$ cat src/hw/rtl/lfo_waveform_generator_top_assert.svh
// Assertion macros shared by the LFO waveform generator modules.
`ifndef LFO_WAVEFORM_GENERATOR_TOP_ASSERT_SVH
`define LFO_WAVEFORM_GENERATOR_TOP_ASSERT_SVH

`ifndef SYNTHESIS
`define LFO_ASSERT_IMP(lbl, ant, cons) \
    lbl: assert property (@(posedge clk) disable iff (!rst_n) (ant) |-> (cons)) \
        else $error("lfo_waveform_generator: implication check failed");
`define LFO_ASSERT_NEXT(lbl, ant, cons) \
    lbl: assert property (@(posedge clk) disable iff (!rst_n) (ant) |=> (cons)) \
        else $error("lfo_waveform_generator: next-cycle check failed");
`else
`define LFO_ASSERT_IMP(lbl, ant, cons)
`define LFO_ASSERT_NEXT(lbl, ant, cons)
`endif

`endif

$ cat src/hw/rtl/lfo_pkg.sv
// Shared types and constants of the LFO waveform generator.
`timescale 1ns / 1ps

package lfo_pkg;

    localparam int LFO_LEN     = 64;
    localparam int TABLE_DEPTH = 256;
    localparam int LEN_BITS    = $clog2(LFO_LEN);
    localparam int HALF_LEN    = LFO_LEN / 2;
    localparam int HALF_BITS   = $clog2(HALF_LEN);
    localparam int TBL_BITS    = $clog2(TABLE_DEPTH);

    localparam int CFG_IDX_W = 2;
    localparam logic [CFG_IDX_W-1:0] CFG_IDX_WAVE_SHAPE = 2'd0;
    localparam logic [CFG_IDX_W-1:0] CFG_IDX_AMPLITUDE  = 2'd1;
    localparam logic [CFG_IDX_W-1:0] CFG_IDX_DECAY_RATE = 2'd2;

    typedef enum logic [2:0] {
        SHAPE_ZERO     = 3'd0,
        SHAPE_EXP      = 3'd1,
        SHAPE_INV_EXP  = 3'd2,
        SHAPE_RAMP     = 3'd3,
        SHAPE_INV_RAMP = 3'd4,
        SHAPE_TRIANGLE = 3'd5,
        SHAPE_COSINE   = 3'd6
    } shape_t;

    typedef struct packed {
        logic [2:0]  shape_code;
        logic [7:0]  amplitude;
        logic [15:0] decay_rate;
    } cfg_t;

    typedef struct packed {
        shape_t      shape;
        logic [7:0]  amp;
        logic [7:0]  index;
        logic [23:0] decay_pos;
        logic [15:0] amp_idx;
        logic [15:0] amp_fall;
    } job_t;

    typedef struct packed {
        logic empty;
        logic no_room;
    } queue_status_t;

endpackage

$ cat src/hw/rtl/lfo_front.sv
// Front part: accepts sample indexes, classifies the shape and forms the index products.
`timescale 1ns / 1ps

module lfo_front
    import lfo_pkg::*;
(
    input  logic       clk,
    input  logic       rst_n,
    input  logic       start,
    input  logic       no_room,
    input  logic [7:0] sample_index,
    input  cfg_t       cfg,
    output logic       job_valid,
    output job_t       job
);

    logic   accept;
    logic   valid_reg;
    job_t   job_reg;
    job_t   job_next;
    shape_t shape;

    assign accept = start && !no_room;

    always_comb
    begin
        priority if (cfg.shape_code > 3'(SHAPE_COSINE))
        begin
            shape = SHAPE_ZERO;
        end
        else
        begin
            shape = shape_t'(cfg.shape_code);
        end
    end

    always_comb
    begin
        job_next.shape     = shape;
        job_next.amp       = cfg.amplitude;
        job_next.index     = sample_index;
        job_next.decay_pos = 24'(sample_index) * 24'(cfg.decay_rate);
        job_next.amp_idx   = 16'(cfg.amplitude) * 16'(sample_index);
        if (sample_index > 8'(HALF_LEN))
        begin
            job_next.amp_fall = 16'(cfg.amplitude) * 16'(sample_index - 8'(HALF_LEN));
        end
        else
        begin
            job_next.amp_fall = '0;
        end
    end

    always_ff @(posedge clk or negedge rst_n)
    begin
        if (!rst_n)
        begin
            valid_reg <= 1'b0;
        end
        else
        begin
            valid_reg <= accept;
        end
    end

    always_ff @(posedge clk)
    begin
        if (accept)
        begin
            job_reg <= job_next;
        end
    end

    assign job_valid = valid_reg;
    assign job       = job_reg;

endmodule

$ cat config.mk
export PLATFORM = sky130hd
export DESIGN_NAME = lfo_front
export DESIGN_NICKNAME = d
export VERILOG_FILES = /design/src/hw/rtl/lfo_waveform_generator_top_assert.svh /design/src/hw/rtl/lfo_pkg.sv /design/src/hw/rtl/lfo_front.sv
export SDC_FILE = /design/constraint.sdc
export NUM_CORES = 1
export LEC_CHECK = 0
export BUFFER_PORTS_ARGS = -buffer_cell sky130_fd_sc_hd__buf_2
export CORE_ASPECT_RATIO = 1.25
export CORE_UTILIZATION = 40
export CTS_CLUSTER_SIZE = 20
export DETAILED_ROUTE_END_ITERATION = 16
export PLACE_DENSITY = 0.67
export SYNTH_ARGS = -nofsm -noshare
export SYNTH_HDL_FRONTEND = slang
export SYNTH_SLANG_ARGS = --single-unit
$ cat constraint.sdc
create_clock -name clk -period 0.8 [get_ports clk]
set_input_delay 0.04 -clock clk [delete_from_list [all_inputs] [get_ports clk]]
set_output_delay 0.04 -clock clk [all_outputs]
set_load 0.005 [all_outputs]
**Word-level counts from Yosys, hierarchy flattened**

Cells that the tools add are included.

- Bits in registers: 76
- Bits of input ports: 39
- Output and inout port bits: 76
- Logic and storage cells: 15

- $add $sub $neg: 1
- Multipliers: 3
- Order comparisons: 2
- Reduce and logical (&&, ||, !) cells: 2

Operators with widths:

| cell | number |
|---|---|
| $mul A8 B16 Y24 | 1 |
| $mul A8 B8 Y16 | 1 |
| $mul A9 B9 Y16 | 1 |
| $sub A8 B6 Y9 const B | 1 |
| $gt A8 B6 Y1 const B | 1 |
| $gt A3 B3 Y1 const B | 1 |
| $logic_and A1 B1 Y1 | 1 |
| $logic_not A1 Y1 | 1 |

**Depth between registers and ports, before layout**

Gate-level depths: netlist of the first run.

- Depth after elaboration: 2
- Gate-level depth with buffers: 21
- Gate-level depth less buffers: 21

**Worst setup path before layout of the first run**

Ideal clock, no wire load.

- Path type: input to register
- Start point: input port sample_index[5]
- End point: register job_reg (netlist bit job[14]) (data pin)
- Setup time: 0.260 ns
- Arrival time: 4.613 ns
- Data required time: 0.540 ns
- Slack: -4.072 ns
- Cell stages on the path: 20
- Buffers on the path: 0
- Cell sequence: inv_1 > ha_1 > ha_1 > nand2b_1 > fa_1 > fa_1 > inv_1 > fa_1 > fa_1 > inv_1 > fa_1 > inv_1 > ha_1 > inv_1 > o21bai_1 > a2111oi_0 > nor3_1 > a31oi_1 > xor2_1 > nor2_1

- Longest elaborated chain between the ends: 2
- Elaborated cells on any way between the ends: 3
- Those cells by class: add/sub (1); mul (1); order compare (1)

Ends and longest elaborated chain:

| element | line | RTL |
|---|---|---|
| start, declared | lfo_front.sv:11 | `input logic [7:0] sample_index,` |
| $sub A8 B6 Y9 | lfo_front.sv:46 | `job_next.amp_fall = 16'(cfg.amplitude) * 16'(sample_index - 8'(HALF_LEN));` |
| $mul A9 B9 Y16 | lfo_front.sv:46 |  |
| end signal, assigned | lfo_front.sv:70 | `job_reg <= job_next;` |
| end, declared | lfo_front.sv:19 | `job_t job_reg;` |

Several ways; a longest one is shown, not always the timed one.
A chain may end at the register's enable or synchronous reset.

**Worst setup path after layout of the first run**

Same ends and word-level chain as after synthesis.

==> results.md, run 1 <==
- Synthesized area: 10500 µm²
- Area grow syn2layout: 43.5%
- Layout filler cell count: 2103
- Core area: around 26000 µm²
- Nets: 1690
- Ys async rst share: 1.32%
- Worst path required time: 920 ps
- Power after layout: 43300 µW
- I/O Pins: around 120
- Most Crowded Layer GR: met2
- Initial Utilization: around two fifths
- Violated checks: setup timing
- Number of diodes: 0
- Min Tclk post-route: 4340 ps
- Row Count: 66
- P per Cell Area: 2870 nW/µm²
- Vias/cell: ~4.8
- Share of layout cells above drive strength 1: 40.0%
- Top post-synthesis cells by area: fa_1, edfxtp_1, ha_1, inv_1, and2_1
- Max Clock Freq: around 230 MHz
- CP Launch Type: primary input
- Synthesis Warnings: 0
- Most common cell after layout, fill and taps aside: inv_1
- Total track usage: between 20% and 30%
- Starting DRT DRC Count: 363
- Switching share of power: 39.0%
- Wire per inst: 15.1 µm
- Top fanout value on the critical path: 3
- Placed inst area: ~13000 µm²
- WS Path Type: primary input to register
- CP Capture Type: register
- Placer Congestion: between 0.8 and 0.9
- CTS tree: built
- Worst Tran Pin Value: ~290 ps
- Net Count, Synth: 1363
- Final hold violation count: 0
- HP Start: cfg[24]
- Post-DP HPWL: ~20000 µm
- Leading area contributor after synthesis: fa_1
- Status: finished with violations
- Register area share after synthesis: 21.6%
- Largest register FFs: 75
- Total of max-cap violations: 0
- Pint: 26400 µW
- Seq cells post-synth: 76
- Met2 usage: 36.3%
- DR pass1 iterations: 4
- Finished Core Util: 58.3%
- Global route overflow: 0
- Post-Syn Area per Cell: 10.2 µm²
- Tcrit/Tclk final: 542%
- Vias in the first global route: 8773
- CTS Root Cell: clkbuf_16
- Clock power frac: 10.2%
- Die width: ~150 µm
- Register area: 2280 µm²
- Pin count of the biggest net entering global routing: 35
- CTS H-tree depth: 3
- Hold depth: 2
- Worst Path Arrival: 4450 ps
- Main synth FF type: edfxtp_1
- Worst Hold Endpoint: job[74]
- Vias: 8136
- WL final: 25800 µm
- RSZ-0062 raised after global routing: true
- CTS sink cnt: 76
- Rel. slew slack: around four fifths
- Remaining routing DRC violations: 0
- Routing usage on met3: 2.71%
- Final WS setup: -3540 ps
- Met1 track utilization from global routing: between 20% and 30%
- I/O Buffers: 114
- Part of the power in registers: 15.5%
- Commonest cells after routing, fill and taps aside: inv_1, buf_4, fa_1
- Leak pwr: between 0.007 and 0.008 µW
- Post-synthesis cell count: 1036
- Die area: 27000 µm²
- Final ANT Viol Nets: 0
- Fin area: 15100 µm²
- Slew Limit Fails: 0
- Comb power frac: approximately 74%
- Cts bufs inserted: 9
- Max VDD drop: between 2 and 2.5 mV
- First-pass GRT wire length: around 42000 µm
- Multi-input logic area: ~8300 µm²
- Hold Crit Class: primary input to register
- Yosys top cell area share: 31.0%
- Post-synthesis cell type count: 43
- Psw: 16900 µW
- Clk buf depth: 2
- Die height: 183 µm
- Worst-path clk slew: 60 ps
- Final hold slack: approximately 17 ps
- Initial antenna violation count: 0
- Post-synth EDFFs: 75
- # setup viols final: 129
## area by class of cell
| class | count | share of cell area (%) |
|---|---|---|
| clock inverter | 7 | 0.555 |
| tap | 340 | 2.82 |
| inverter | 224 | 5.76 |
| multi-input combinational | 710 | 55.2 |
| sequential | 76 | 15.1 |
| clock buffer | 9 | 1.49 |
| timing repair buffer | 342 | 19.1 |
## critical path, stage by stage
cell and delay (ps):
buf_12 90, inv_12 30, ha_4 150, ha_4 210, nand2b_4 140, fa_1 510
fa_1 520, inv_1 50, fa_1 440, fa_1 490, inv_1 50, fa_1 490
inv_2 40, ha_4 220, inv_2 80, o21bai_4 80, a2111oi_4 300, nor3_2 90
a31oi_1 180, xor2_1 170, nor2_1 50
## stage by stage
stage	TNS, ps	std cells	setup WS (ps)
after global routing	-141090	1708	-3660
after detailed placement	-163130	1646	-4090
after CTS	-132190	1686	-3610
after floorplan	-186160	1036	-3670
after global placement	-161020	1646	-4070
final	-134010	1708	-3540
## power by group through the flow
stage               Combinational, µW  Sequential (µW)  Clock (µW)
floorplan                       17400             6980           0
global placement                27000             6810           0
detailed placement              27400             6800           0
CTS                             29900             6750        4520
global route                    35700             6850        4660
finish                          32200             6740        4410
## metal layers
metal / wire length, µm / vias to the layer above
li1: - / 3861
met1: 10400 / 4084
met2: 13600 / 154
met3: 1130 / 37
met4: 613 / 0
met5: 0 / -
## synthesized netlist by cell type, types with 3 or more instances
cell / count
o211ai_1: 4
edfxtp_1: 75
nor3_1: 9
o21bai_1: 7
inv_1: 224
nand2_1: 96
nor4_1: 3
a21o_1: 12
o21a_1: 6
ha_1: 125
xor2_1: 14
xnor2_1: 32
a31oi_1: 3
a21boi_0: 3
a21oi_1: 24
nor2_1: 28
nor2b_1: 26
and2_1: 114
nand3_1: 4
clkbuf_1: 25
fa_1: 163
o21ai_0: 11
nand2b_1: 6
or2_2: 3
## worst max-delay path by stage
stage                     from       to  slack (ps)  depth (start not counted)
4_1_cts        sample_index[6]  job[14]       -3610                         21
5_1_grt        sample_index[5]  job[15]       -3660                         21
3_3_place_gp   sample_index[6]  job[14]       -4070                         21
3_5_place_dp   sample_index[6]  job[14]       -4090                         21
6_report       sample_index[5]  job[14]       -3540                         21
2_1_floorplan  sample_index[6]  job[14]       -3670                         20
## what timing repair did
action                                 in CTS  in global routing
hold buffers                                6                  0
gates resized for setup                   135                 75
endpoints found under the hold margin       4                  0
pin swaps                                  54                 45
setup endpoints to repair                 128                128
gates cloned                                3                  2
setup buffers                              17                 21
## logic make-up after synthesis
logic type,Yosys count,synth area share [%]
simple gates,293,14.3
fa+ha+maj,288,45.9
buf+inv,250,8.92
compound gates,83,5.40
flops,76,21.6
xor+xnor,46,3.83
No activity file was read; power rests on OpenSTA's default activity.
==> run 2, diff against run 1 <==
--- a/config.mk
+++ b/config.mk
@@ -6,7 +6,6 @@
 export NUM_CORES = 1
 export LEC_CHECK = 0
 export BUFFER_PORTS_ARGS = -buffer_cell sky130_fd_sc_hd__buf_2
-export CORE_ASPECT_RATIO = 1.25
 export CORE_UTILIZATION = 40
 export CTS_CLUSTER_SIZE = 20
 export DETAILED_ROUTE_END_ITERATION = 16
==> results.md, run 2 (same netlist as run 1, synthesis figures left out) <==
- Worst Path Arrival: 4420 ps
- Row Count: 58
- Commonest cells after routing, fill and taps aside: inv_1, buf_4, fa_1
- Initial Utilization: 41.3%
- P per Cell Area: a little under 3000 nW/µm²
- Die height: 164 µm
- Global route overflow: 0
- Rel. slew slack: 77.9%
- Total of max-cap violations: 0
- Clk buf depth: 2
- Leak pwr: roughly 0.0074 µW
- Vias/cell: 4.79
- Vias in the first global route: 8836
- CTS tree: built
- CP Capture Type: register
- Part of the power in registers: 14.8%
- First-pass GRT wire length: between 40000 and 50000 µm
- Pin count of the biggest net entering global routing: 42
- CTS Root Cell: clkbuf_16
- Status: finished with violations
- Cts bufs inserted: 9
- CP Launch Type: primary input
- Max VDD drop: roughly 2.3 mV
- Clock power frac: a little under an eighth
- Fin cells: 1702
- Worst-path clk slew: 60 ps
- Violated checks: setup timing
- RSZ-0062 raised after global routing: true
- Psw: approximately 17000 µW
- Final ANT Viol Nets: 0
- Final WS setup: -3510 ps
- Slew Limit Fails: 0
- # setup viols final: approximately 130
- Share of layout cells above drive strength 1: roughly 43%
- Switching share of power: 38.2%
- Nets: 1694
- I/O Buffers: 114
- Largest register FFs: 75
- Pint: 27900 µW
- Starting DRT DRC Count: 359
- Vias: around 8.2k
- Top fanout value on the critical path: 2
- Final hold violation count: 0
- Tcrit/Tclk final: 539%
- Remaining routing DRC violations: 0
- Hold Crit Class: primary input to register
- WS Path Type: primary input to register
- Min Tclk post-route: about 4300 ps
- Wire per inst: roughly 15 µm
- I/O Pins: 115
- CTS H-tree depth: 3
- Dpl cells: 1647
- Placer Congestion: 0.829
- Area grow syn2layout: 45.5%
- Number of diodes: 0
- Worst path required time: approximately 900 ps
- Die area: 27000 µm²
- Most common cell after layout, fill and taps aside: inv_1
- Total track usage: between 20% and 30%
- Die width: 164 µm
- Max Clock Freq: 232 MHz
- Core area: 25500 µm²
- WL final: between 20000 and 30000 µm
- Initial antenna violation count: 0
- DR pass1 iterations: 4
- CTS sink cnt: 76
- Comb power frac: 73.6%
- Worst Tran Pin Value: 330 ps
- Post-DP HPWL: 19500 µm
- Post-Place Setup Slack: -4090 ps
-- run 2: routing by layer --
metal | track usage (%) | wire (µm)
met5 | 0 | 0
met4 | 5.77 | 546
met3 | 3.03 | 1260
met2 | 35.2 | 12700
met1 | 26.8 | 11300
-- run 2: worst max-delay path, cell delays in order --
cell and delay (ps):
buf_12 100, inv_12 30, ha_4 150, ha_4 210, nand2b_4 130, fa_1 450, fa_1 490, inv_1 50
fa_1 450, fa_1 510, inv_2 40, fa_1 510, inv_2 50, ha_4 280, a21oi_4 60, o21bai_1 160
nand2_1 80, a211o_1 290, buf_4 140, xor2_1 140, nor2_1 50
-- run 2: timing repair --
| item | CTS | global route |
|---|---|---|
| hold buffers | 3 | 0 |
| setup endpoints to repair | 130 | 130 |
| endpoints found under the hold margin | 2 | 0 |
| resized for setup | 192 | 83 |
| setup buffers | 28 | 13 |
| gates cloned | 3 | 0 |
| pin swaps | 83 | 67 |
-- run 2: power by group through the flow --
stage | combinational (µW) | sequential, µW | clock, µW
3_5_place_dp | 27500 | 6780 | 0
2_1_floorplan | 17400 | 6980 | 0
5_1_grt | 37100 | 6810 | 5450
3_3_place_gp | 27100 | 6810 | 0
6_report | 33200 | 6700 | 5220
4_1_cts | 31600 | 6720 | 5350
-- run 2: metrics by stage --
step	area, µm²	util, %	setup TNS [ps]	hold slack (ps)	total power [µW]
finish	15300	60.1	-134050	6.89	45200
global route	15300	60.1	-142210	20.9	49300
CTS	15000	58.8	-134340	0.163	43600
detailed placement	13500	53.1	-164280	-184	34300
global placement	13500	53.1	-162140	-185	33900
floorplan	11500	-	-186160	-256	24400
-- run 2: final timing paths --
check | startpoint | end | slack, ps | depth (start not counted)
max in group asynchronous | rst_n | job_valid | 180 | 3
min in group asynchronous | rst_n | job_valid | 510 | 3
hold / removal | cfg[25] | job[72] | 7 | 2
setup / recovery | sample_index[6] | job[13] | -3510 | 21
-- run 2: final cells by class --
cell class / count / area [µm²]
Multi-Input combinational cell: 710 / 8520
Fill cell: 2066 / 10200
Tap cell: 330 / 413
Clock buffer: 10 / 229
Sequential cell: 76 / 2280
Timing Repair Buffer: 346 / 2870
Inverter: 224 / 872
Clock inverter: 6 / 136
