## src/hw/rtl/lfo_waveform_generator_top_assert.svh

```systemverilog
// Assertion macros shared by the LFO waveform generator modules.
`ifndef LFO_WAVEFORM_GENERATOR_TOP_ASSERT_SVH
`define LFO_WAVEFORM_GENERATOR_TOP_ASSERT_SVH

`ifndef SYNTHESIS
`define LFO_ASSERT_IMP(lbl, ant, cons) \
    lbl: assert property (@(posedge clk) disable iff (!rst_n) (ant) |-> (cons)) \
        else $error("lfo_waveform_generator: implication check failed");
`define LFO_ASSERT_NEXT(lbl, ant, cons) \
    lbl: assert property (@(posedge clk) disable iff (!rst_n) (ant) |=> (cons)) \
        else $error("lfo_waveform_generator: next-cycle check failed");
`else
`define LFO_ASSERT_IMP(lbl, ant, cons)
`define LFO_ASSERT_NEXT(lbl, ant, cons)
`endif

`endif

```

## src/hw/rtl/lfo_pkg.sv

```systemverilog
// Shared types and constants of the LFO waveform generator.
`timescale 1ns / 1ps

package lfo_pkg;

    localparam int LFO_LEN     = 64;
    localparam int TABLE_DEPTH = 256;
    localparam int LEN_BITS    = $clog2(LFO_LEN);
    localparam int HALF_LEN    = LFO_LEN / 2;
    localparam int HALF_BITS   = $clog2(HALF_LEN);
    localparam int TBL_BITS    = $clog2(TABLE_DEPTH);

    localparam int CFG_IDX_W = 2;
    localparam logic [CFG_IDX_W-1:0] CFG_IDX_WAVE_SHAPE = 2'd0;
    localparam logic [CFG_IDX_W-1:0] CFG_IDX_AMPLITUDE  = 2'd1;
    localparam logic [CFG_IDX_W-1:0] CFG_IDX_DECAY_RATE = 2'd2;

    typedef enum logic [2:0] {
        SHAPE_ZERO     = 3'd0,
        SHAPE_EXP      = 3'd1,
        SHAPE_INV_EXP  = 3'd2,
        SHAPE_RAMP     = 3'd3,
        SHAPE_INV_RAMP = 3'd4,
        SHAPE_TRIANGLE = 3'd5,
        SHAPE_COSINE   = 3'd6
    } shape_t;

    typedef struct packed {
        logic [2:0]  shape_code;
        logic [7:0]  amplitude;
        logic [15:0] decay_rate;
    } cfg_t;

    typedef struct packed {
        shape_t      shape;
        logic [7:0]  amp;
        logic [7:0]  index;
        logic [23:0] decay_pos;
        logic [15:0] amp_idx;
        logic [15:0] amp_fall;
    } job_t;

    typedef struct packed {
        logic empty;
        logic no_room;
    } queue_status_t;

endpackage

```

## src/hw/rtl/lfo_queue.sv

```systemverilog
// Short item queue between the front and back parts of the LFO generator.
`timescale 1ns / 1ps
`include "lfo_waveform_generator_top_assert.svh"

module lfo_queue
    import lfo_pkg::*;
#(
    parameter int DEPTH = 2
)
(
    input  logic          clk,
    input  logic          rst_n,
    input  logic          push,
    input  job_t          push_job,
    output job_t          head,
    output queue_status_t status
);

    localparam int PTR_W = $clog2(DEPTH);
    localparam int CNT_W = $clog2(DEPTH + 1);

    job_t             mem_reg [DEPTH];
    logic [PTR_W-1:0] wr_ptr_reg;
    logic [PTR_W-1:0] wr_ptr_next;
    logic [PTR_W-1:0] rd_ptr_reg;
    logic [PTR_W-1:0] rd_ptr_next;
    logic [CNT_W-1:0] count_reg;
    logic [CNT_W-1:0] count_next;
    logic             pop;

    // The back part drains one item every cycle whenever one is present.
    assign pop  = (count_reg != '0);
    assign head = mem_reg[rd_ptr_reg];

    always_comb
    begin
        count_next  = count_reg + CNT_W'(push) - CNT_W'(pop);
        wr_ptr_next = wr_ptr_reg;
        rd_ptr_next = rd_ptr_reg;
        if (push)
        begin
            wr_ptr_next = (wr_ptr_reg == PTR_W'(DEPTH - 1)) ? '0 : wr_ptr_reg + 1'b1;
        end
        if (pop)
        begin
            rd_ptr_next = (rd_ptr_reg == PTR_W'(DEPTH - 1)) ? '0 : rd_ptr_reg + 1'b1;
        end
    end

    // An item accepted now lands here only after the front register, so room is judged on the next count.
    assign status.empty   = (count_reg == '0);
    assign status.no_room = (count_next >= CNT_W'(DEPTH));

    always_ff @(posedge clk or negedge rst_n)
    begin
        if (!rst_n)
        begin
            wr_ptr_reg <= '0;
            rd_ptr_reg <= '0;
            count_reg  <= '0;
        end
        else
        begin
            wr_ptr_reg <= wr_ptr_next;
            rd_ptr_reg <= rd_ptr_next;
            count_reg  <= count_next;
        end
    end

    always_ff @(posedge clk)
    begin
        if (push)
        begin
            mem_reg[wr_ptr_reg] <= push_job;
        end
    end

    `LFO_ASSERT_IMP(a_queue_no_overflow, push, count_reg < CNT_W'(DEPTH))
    `LFO_ASSERT_IMP(a_queue_count_bound, 1'b1, count_reg <= CNT_W'(DEPTH))

endmodule

```

## config.mk

```make
export PLATFORM = sky130hd
export DESIGN_NAME = lfo_queue
export DESIGN_NICKNAME = d
export VERILOG_FILES = /design/src/hw/rtl/lfo_pkg.sv /design/src/hw/rtl/lfo_queue.sv
export VERILOG_INCLUDE_DIRS = /design/src /design/src/hw/rtl
export SDC_FILE = /design/constraint.sdc
export NUM_CORES = 1
export LEC_CHECK = 0
export BUFFER_PORTS_ARGS = -buffer_cell sky130_fd_sc_hd__buf_2
export CORE_MARGIN = 2
export CORE_UTILIZATION = 50
export CTS_BUF_LIST = sky130_fd_sc_hd__clkbuf_8
export DETAILED_ROUTE_END_ITERATION = 6
export GPL_TIMING_DRIVEN = 0
export PLACE_DENSITY = 0.77
export SETUP_SLACK_MARGIN = 0.3
export SKIP_CTS_REPAIR_TIMING = 1
export SLEW_MARGIN = 15
export SYNTH_ARGS = -nofsm -noshare
export SYNTH_HDL_FRONTEND = slang
export SYNTH_SLANG_ARGS = --single-unit
export TNS_END_PERCENT = 10
```

## constraint.sdc

```tcl
create_clock -name clk -period 12.2 [get_ports clk]
set_input_delay 0 -clock clk [delete_from_list [all_inputs] [get_ports clk]]
set_output_delay 0 -clock clk [all_outputs]
set_load 0.02 [all_outputs]
```

After elaboration in Yosys (flattened, before gate mapping)
Memory sizes are Yosys's and may differ from the RTL's.
Cells that the tools add are included.
{ "classes": {"mux": 4, "n_div": 0, "n_eq_ne": 0, "magnitude_cmp": 1, "add_sub_neg": 4, "n_shift": 0, "n_mul": 0, "bitwise": 0, "reduce_logical": 2} }
{ "ops": {"columns": ["operator", "n"], "rows": [
  ["2-to-1 mux 1 bit", 4],
  ["adder 1 bit, second input constant", 2],
  ["adder 2 x 1 -> 2 bit", 1],
  ["greater-or-equal comparator 2 bit, second input constant", 1],
  ["logical NOT 2 bit", 1],
  ["nonzero test 2 bit", 1],
  ["subtractor 2 x 1 -> 2 bit", 1]
]} }
{ "word_totals": {"in_bits": 78, "memories": 1, "regBits": 4, "romBits": 0, "output_inout_bits": 77, "ram_bits": 150, "latchBits": 0} }
{ "memory_table": {"columns": ["memory", "depth", "width", "rd", "rd_clocked_by_memory_dff", "wr", "line", "source"], "rows": [
  ["mem_reg", 2, 75, 1, 0, 1, "lfo_queue.sv:22", "job_t mem_reg [DEPTH];"]
]} }

Longest topological paths before layout
Gate-level depths: netlist of run 1.
{ "depth": {"word_depth": 3, "ltp_mapped": 3, "depth_no_buf": 3} }

Worst setup path after synthesis of run 1
Ideal clock, no wire load.
{ "synth_path": {"path_kind": "reg2reg", "startpoint": "reg wr_ptr_reg", "endpoint": "mem mem_reg[0][0] (netlist name), enable pin", "slack_ns": 7.952, "n_path_buf": 0, "period_less_slack_ns": 4.248, "stages_incl_launch_ff": 2, "arrival_ns": 3.730, "required_time_ns": 11.682, "cell_sequence": "dfrtp_1 nor2b_1"} }
{ "synth_rtl": {"columns": ["element", "line", "source"], "rows": [
  ["start, declared", "lfo_queue.sv:23", "logic [PTR_W-1:0] wr_ptr_reg;"],
  ["start signal, assigned", "lfo_queue.sv:64", "wr_ptr_reg <= wr_ptr_next;"],
  ["end, declared", "lfo_queue.sv:22", null]
]} }
Straight into the memory's write port.

==> reports/qor.csv, run 1 <==
metric,value,unit
drv_slew,0,
crit_path_max_incr_delay,0.40,ns
avgViaCountPerCell,4.78,
port_buffers,154,
syn_inst,247,
route.detailed.drc,0,
p_comb_share,35.6,%
hold_path_class,input pin to flop,
antenna_found_initial,1,
largest_reg_flops,150,
cts_buffers,17,
path_buf_inv,3,
ys_top_cells_by_area,"edfxtp_1 78%, mux2_4 10%, mux2_2 6.9%, dfrtp_1 1.7%, buf_6 0.78%",
endpoint_kind,primary output,
grt_pass1_vias,3059,
fin_area,7940,µm²
dp_cells,547,
worstPathRequired,12.20,ns
clk_latency,0.42,ns
h-tree-depth,4,
yosysTopAreaCell,edfxtp_1,
post_dp_cell_area,6760,µm²
post-route-util,70.1,%
max-slew-margin-rel,46.7,%
cp-start-kind,flop,
ys_types,14,
status,"finished, final reports clean",
cts_tree,done,
netSwitchingFraction,31.8,%
cts.clk_slew.worst_paths,0.08,ns
p_switching,0.544,mW
drtPass1Iterations,4,
die_x,111,µm
synth_seq_area_share,80.2,%
overflow,0,
final_common_cell,buf_2,
clockBufferDepth,2,
cp_max_fo,10,
synth.top_cell.area_share,78.5,%
wire_per_inst,17.0,µm
syn-cell-area,5740,µm²
routed_wl,11.2,mm
tns,0,ns
powerDensity,216,nW/µm²
initial_utilization,50.7,%
power.leakage,3.16,nW
first_iter_violations,148,
cp_slowest_cell,dfrtp_1,
final_cell_mix,"157 x buf_2, 150 x edfxtp_1, 78 x dlygate4sd3_1",
syn_nets,326,
die_h,111,µm
crit_family,buffers and inverters,
p_seq_share,42.3,%
clock_skew,0.00821,ns
fillers,733,
max_freq,0.566,GHz
grt_max_degree,40,
rsz0062_at_grt,no,
setup_violations,0,
setup_slack,10.43,ns
worstPathArrival,1.77,ns
ant_nets,0,
root_buffer,clkbuf_8,
ios,155,
core_area,11300,µm²
p_int,1.17,mW
syn_avg_cell_area,23.2,µm²
report.final.hold_viol_count,0,
synth-seq-cells,154,
fin_crit,1.77,ns
worstPathCellList,"buf_4, buf_6, mux2_4, buf_2",
place.gp.congestion,0.688,
track_usage,16.1,%
num-nets-final,580,
rows,39,
synth_warnings,0,
worstSetupPathType,flop to primary output,
routed-via-count,3143,
drv_cap,0,
grt_pass1_wl,15.3,mm
dpl.hpwl,6.60,mm
die_area,12400,µm²
syn_to_final_growth,38.3,%
place_ws,10.47,ns
fin_cells,658,
drive_gt1_share,52.5,%
period_share,14.5,%
power_frac_clock,22.1,%
clock_sinks,154,
ir_drop,155,µV
tightest_slew,0.798,ns
==> logic make-up (layout without fill, tap and decap cells) <==
logic type               after synthesis  in the layout  synth area share [%]
other                                  0              1                     0
AND/OR/NAND/NOR                        5              5                 0.458
multiplexers                          75             75                  17.3
buffers and inverters                  8            275                  1.18
XOR/XNOR                               4              4                 0.610
adder cells (fa/ha/maj)                1              1                 0.218
flip-flops                           154            154                  80.2
==> cells in the mapped netlist <==
library cell and instances:
and2_1 1, buf_2 3, buf_4 1, buf_6 4, dfrtp_1 4, edfxtp_1 150, ha_1 1, mux2_2 35
mux2_4 40, nand2_1 1, nor2_1 1, nor2b_1 2, xnor2_1 3, xor2_1 1
==> power groups by stage <==
| stage | Sequential (mW) | Clock [mW] | Combinational, mW |
|---|---|---|---|
| after floorplan | 0.736 | 0 | 0.419 |
| after global placement | 0.745 | 0 | 0.571 |
| after detailed placement | 0.736 | 0 | 0.591 |
| after CTS | 0.724 | 0.385 | 0.593 |
| after global routing | 0.733 | 0.409 | 0.645 |
| final | 0.724 | 0.379 | 0.609 |
==> per-stage QoR <==
step,total power [mW],hold slack (ns)
6_report,1.71,0.300
5_1_grt,1.79,0.275
4_1_cts,1.70,-0.651
3_5_place_dp,1.33,-0.185
3_3_place_gp,1.32,-0.194
2_1_floorplan,1.15,-0.296
==> worst paths after layout <==
| check | startpoint | end | slack [ns] | cells after the start |
|---|---|---|---|---|
| min in group asynchronous | rst_n | count_reg[0] | 0.50 | 3 |
| max in group asynchronous | rst_n | wr_ptr_reg | 11.52 | 3 |
| worst max-delay path | rd_ptr_reg | head[44] | 10.43 | 4 |
| worst min-delay path | push_job[6] | mem_reg[0][6] | 0.30 | 2 |
| worst max register to register | wr_ptr_reg | mem_reg[0][42] | 10.50 | 2 |
| worst min register to register | wr_ptr_reg | wr_ptr_reg | 0.56 | 1 |
==> layer usage <==
metal / share of wire [%] / wire length, µm / GRT usage, % / vias to the layer above
met2: 54 / 6050 / 27.4 / 109
met5: 0 / 0 / 0 / -
met4: 0.98 / 110 / 4.20 / 0
met1: 39 / 4400 / 19.3 / 1535
li1: - / - / - / 1488
met3: 5.5 / 618 / 6.67 / 11
==> worst reg2reg max path, stage by stage, from the launching register on <==
cell     delay [ns]
dfrtp_1        0.44
nor2b_4        0.66
buf_12         0.29
==> area by class of cell <==
type | count | area (µm²) | area share, %
clock inverters | 15 | 160 | 2.02
clock buffers | 17 | 234 | 2.95
multi-input cells | 85 | 1080 | 13.6
repair buffers | 235 | 1610 | 20.3
flip-flops and latches | 154 | 4600 | 58.0
well taps | 143 | 179 | 2.25
diodes | 1 | 2.50 | 0.0315
plain buffers | 8 | 67.6 | 0.851
Note: power is estimated with default switching activity, not from simulation.
==> inputs of run 2 (changes only) <==
--- a/config.mk
+++ b/config.mk
@@ -6,13 +6,14 @@
 export SDC_FILE = /design/constraint.sdc
 export NUM_CORES = 1
 export LEC_CHECK = 0
+export ABC_AREA = 1
 export BUFFER_PORTS_ARGS = -buffer_cell sky130_fd_sc_hd__buf_2
 export CORE_MARGIN = 2
-export CORE_UTILIZATION = 50
+export CORE_UTILIZATION = 49
 export CTS_BUF_LIST = sky130_fd_sc_hd__clkbuf_8
 export DETAILED_ROUTE_END_ITERATION = 6
 export GPL_TIMING_DRIVEN = 0
-export PLACE_DENSITY = 0.77
+export PLACE_DENSITY = 0.78
 export SETUP_SLACK_MARGIN = 0.3
 export SKIP_CTS_REPAIR_TIMING = 1
 export SLEW_MARGIN = 15
==> constraint.sdc (replaced) <==
create_clock -name clk -period 1.55 [get_ports clk]
set_input_delay 0 -clock clk [delete_from_list [all_inputs] [get_ports clk]]
set_output_delay 0 -clock clk [all_outputs]
set_load 0.02 [all_outputs]
==> run 2 against run 1 <==
The run now ends with negative setup slack left; die area grew 0.64%; sequential cell count is the same; critical path depth up 2; routed wire length rose by 20%; largest cell class unchanged; cell count rose by 28%.
==> reports/qor.csv, run 2 <==
metric,value,unit,change
synthTopCellsByCount,"232 x nand2_1, 150 x edfxtp_1, 9 x buf_2, 6 x buf_6, 4 x dfrtp_1",,
largest_reg_flops,150,,unchanged
clock_sinks,154,,unchanged
yosysTopAreaCell,edfxtp_1,,
die_h,112,µm,+0.32%
synth_xor_area_share,0.155,%,-0.46 points
antenna_found_initial,0,,-1
synth_warnings,0,,unchanged
dp_cells,716,,+31%
ios,155,,unchanged
final_common_cell,nand2_1,,
route.detailed.drc,0,,unchanged
cts.clk_slew.worst_paths,0.08,ns,about the same
total_power,12.5,mW,+630%
ir_drop,828,µV,+440%
max_freq,0.638,GHz,
syn_to_final_growth,53.5,%,
power.leakage,3.73,nW,+18%
syn_inst,414,,+68%
worstSetupPathType,flop to primary output,,
post-route-util,76.4,%,+6.3 points
cts_buffers,17,,unchanged
ys.flop_type,edfxtp_1,,
final_cell_mix,"184 x nand2_1, 150 x edfxtp_1, 110 x buf_2",,
synthAdderAreaFrac,0.221,%,+0.0030 points
cp_max_fo,4,,-6
die_area,12400,µm²,+0.64%
initial_utilization,49.8,%,-0.90 points
synth_compound_area_share,0.0884,%,+0.088 points
fin_cells,841,,+28%
port_buffers,154,,unchanged
track_usage,18.2,%,+2.1 points
report.final.hold_viol_count,0,,unchanged
tightest_slew,0.258,ns,-0.540 ns
synth_seq_area_share,81.3,%,+1.1 points
clock_skew,0.00949,ns,+0.00128 ns
synthMuxAreaShare,0,%,-17 points
avgViaCountPerCell,4.85,,+1.4%
drv_slew,0,,unchanged
status,"finished, violations left",,
fin_crit,1.57,ns,
ant_nets,0,,unchanged
fillers,682,,-7.0%
grt_pass1_wl,17.3,mm,+13%
fin_area,8690,µm²,+9.5%
drive_gt1_share,38.8,%,-14 points
syn_avg_cell_area,13.7,µm²,-41%
cp-start-kind,flop,,
hold_path_class,input pin to flop,,
grt_pass1_vias,3549,,+16%
synth.top_cell.area_share,79.5,%,+1.1 points
dpl.hpwl,7.52,mm,+14%
max-slew-margin-rel,82.8,%,+36 points
hold-worst-slack,0.139,ns,-0.161 ns
synthSimpleGateAreaFrac,15.7,%,+15 points
violations,negative setup slack,,
clockBufferDepth,2,,unchanged
worstPathArrival,1.57,ns,-0.20 ns
first_iter_violations,145,,-2.0%
drv_cap,0,,unchanged
setup_violations,9,,+9
synth-edff-count,150,,unchanged
clk_latency,0.43,ns,about the same
yosysMostFrequentCell,nand2_1,,
endpoint_kind,primary output,,
syn_nets,493,,+51%
wire_per_inst,16.0,µm,-5.8%
syn-cell-area,5660,µm²,-1.4%
rsz0062_at_grt,yes,,
routed-via-count,4075,,+30%
worstPathRequired,1.55,ns,-10.65 ns
rows,39,,unchanged
setup_slack,-0.0176,ns,-10.45 ns
grt_max_degree,36,,-10%
n_antenna_cell,0,,-1
place_ws,-0.116,ns,-10.59 ns
root_buffer,clkbuf_8,,
die_x,112,µm,+0.32%
synth-seq-cells,154,,unchanged
powerDensity,1440,nW/µm²,+570%
tns,-0.0633,ns,-0.0633 ns
cts_tree,done,,
period_share,101,%,
num-nets-final,767,,+32%
routed_wl,13.5,mm,+20%
h-tree-depth,4,,unchanged
post_dp_cell_area,6740,µm²,-0.28%
core_area,11400,µm²,+0.43%
synth_top_family_by_area,simple AND/OR/NAND/NOR gates,,
ys_top_cells_by_area,"edfxtp_1 80%, nand2_1 15%, dfrtp_1 1.8%, buf_6 1.2%, buf_2 0.80%",,
drtPass1Iterations,4,,unchanged
synthArstFlopShare,2.60,%,unchanged
ys_types,13,,-1
place.gp.congestion,0.753,,+9.4%
overflow,0,,unchanged
run 2: cell families (layout without fill, tap and decap cells):
| logic type | Yosys count | in the layout |
|---|---|---|
| compound gates | 1 | 1 |
| xor+xnor | 1 | 1 |
| fa+ha+maj | 1 | 1 |
| buf+inv | 21 | 305 |
| simple gates | 236 | 236 |
| flops | 154 | 154 |
run 2: worst max-delay path, stage by stage, from the launching register on:
cell and delay [ns]:
dfrtp_1 0.42, inv_1 0.08, nor2_1 0.05, ha_1 0.20
nand3b_1 0.19, nand2_1 0.09, buf_6 0.12
run 2: layer usage:
metal	routed length (µm)	part of all wire, %	GRT usage, %	vias to the layer above
met2	7250	54	30.9	142
met5	0	0	0	-
met1	5300	39	22.1	1973
met3	671	5.0	5.72	19
li1	-	-	-	1941
met4	246	1.8	6.91	0
run 2: where the power goes:
group	internal (mW)	leakage [nW]	switching (mW)	total, mW
logic	1.58	2.07	2.02	3.60
registers	5.48	1.46	0.212	5.70
clock network	1.86	0.211	1.36	3.22
total	8.93	3.73	3.60	12.5
run 2: cell type report:
type | instances | area, µm² | share of cell area [%]
clock inverter | 12 | 183 | 2.10
sequential | 154 | 4610 | 53.0
inverter | 4 | 26.3 | 0.302
multi-input combinational | 239 | 1050 | 12.1
clock buffer | 17 | 234 | 2.69
tap | 143 | 179 | 2.06
timing repair buffer | 255 | 2230 | 25.6
buffer | 17 | 189 | 2.17
run 2: path summary, 6_finish.rpt:
kind	from	endpoint	slack, ns	cells past startpoint
max	count_reg[1]	status[0]	-0.02	6
min	push	mem_reg[1][15]	0.14	3
max reg2reg	wr_ptr_reg	mem_reg[1][73]	0.21	3
min reg2reg	wr_ptr_reg	wr_ptr_reg	0.54	1
max in group asynchronous	rst_n	wr_ptr_reg	0.86	3
min in group asynchronous	rst_n	count_reg[1]	0.50	3
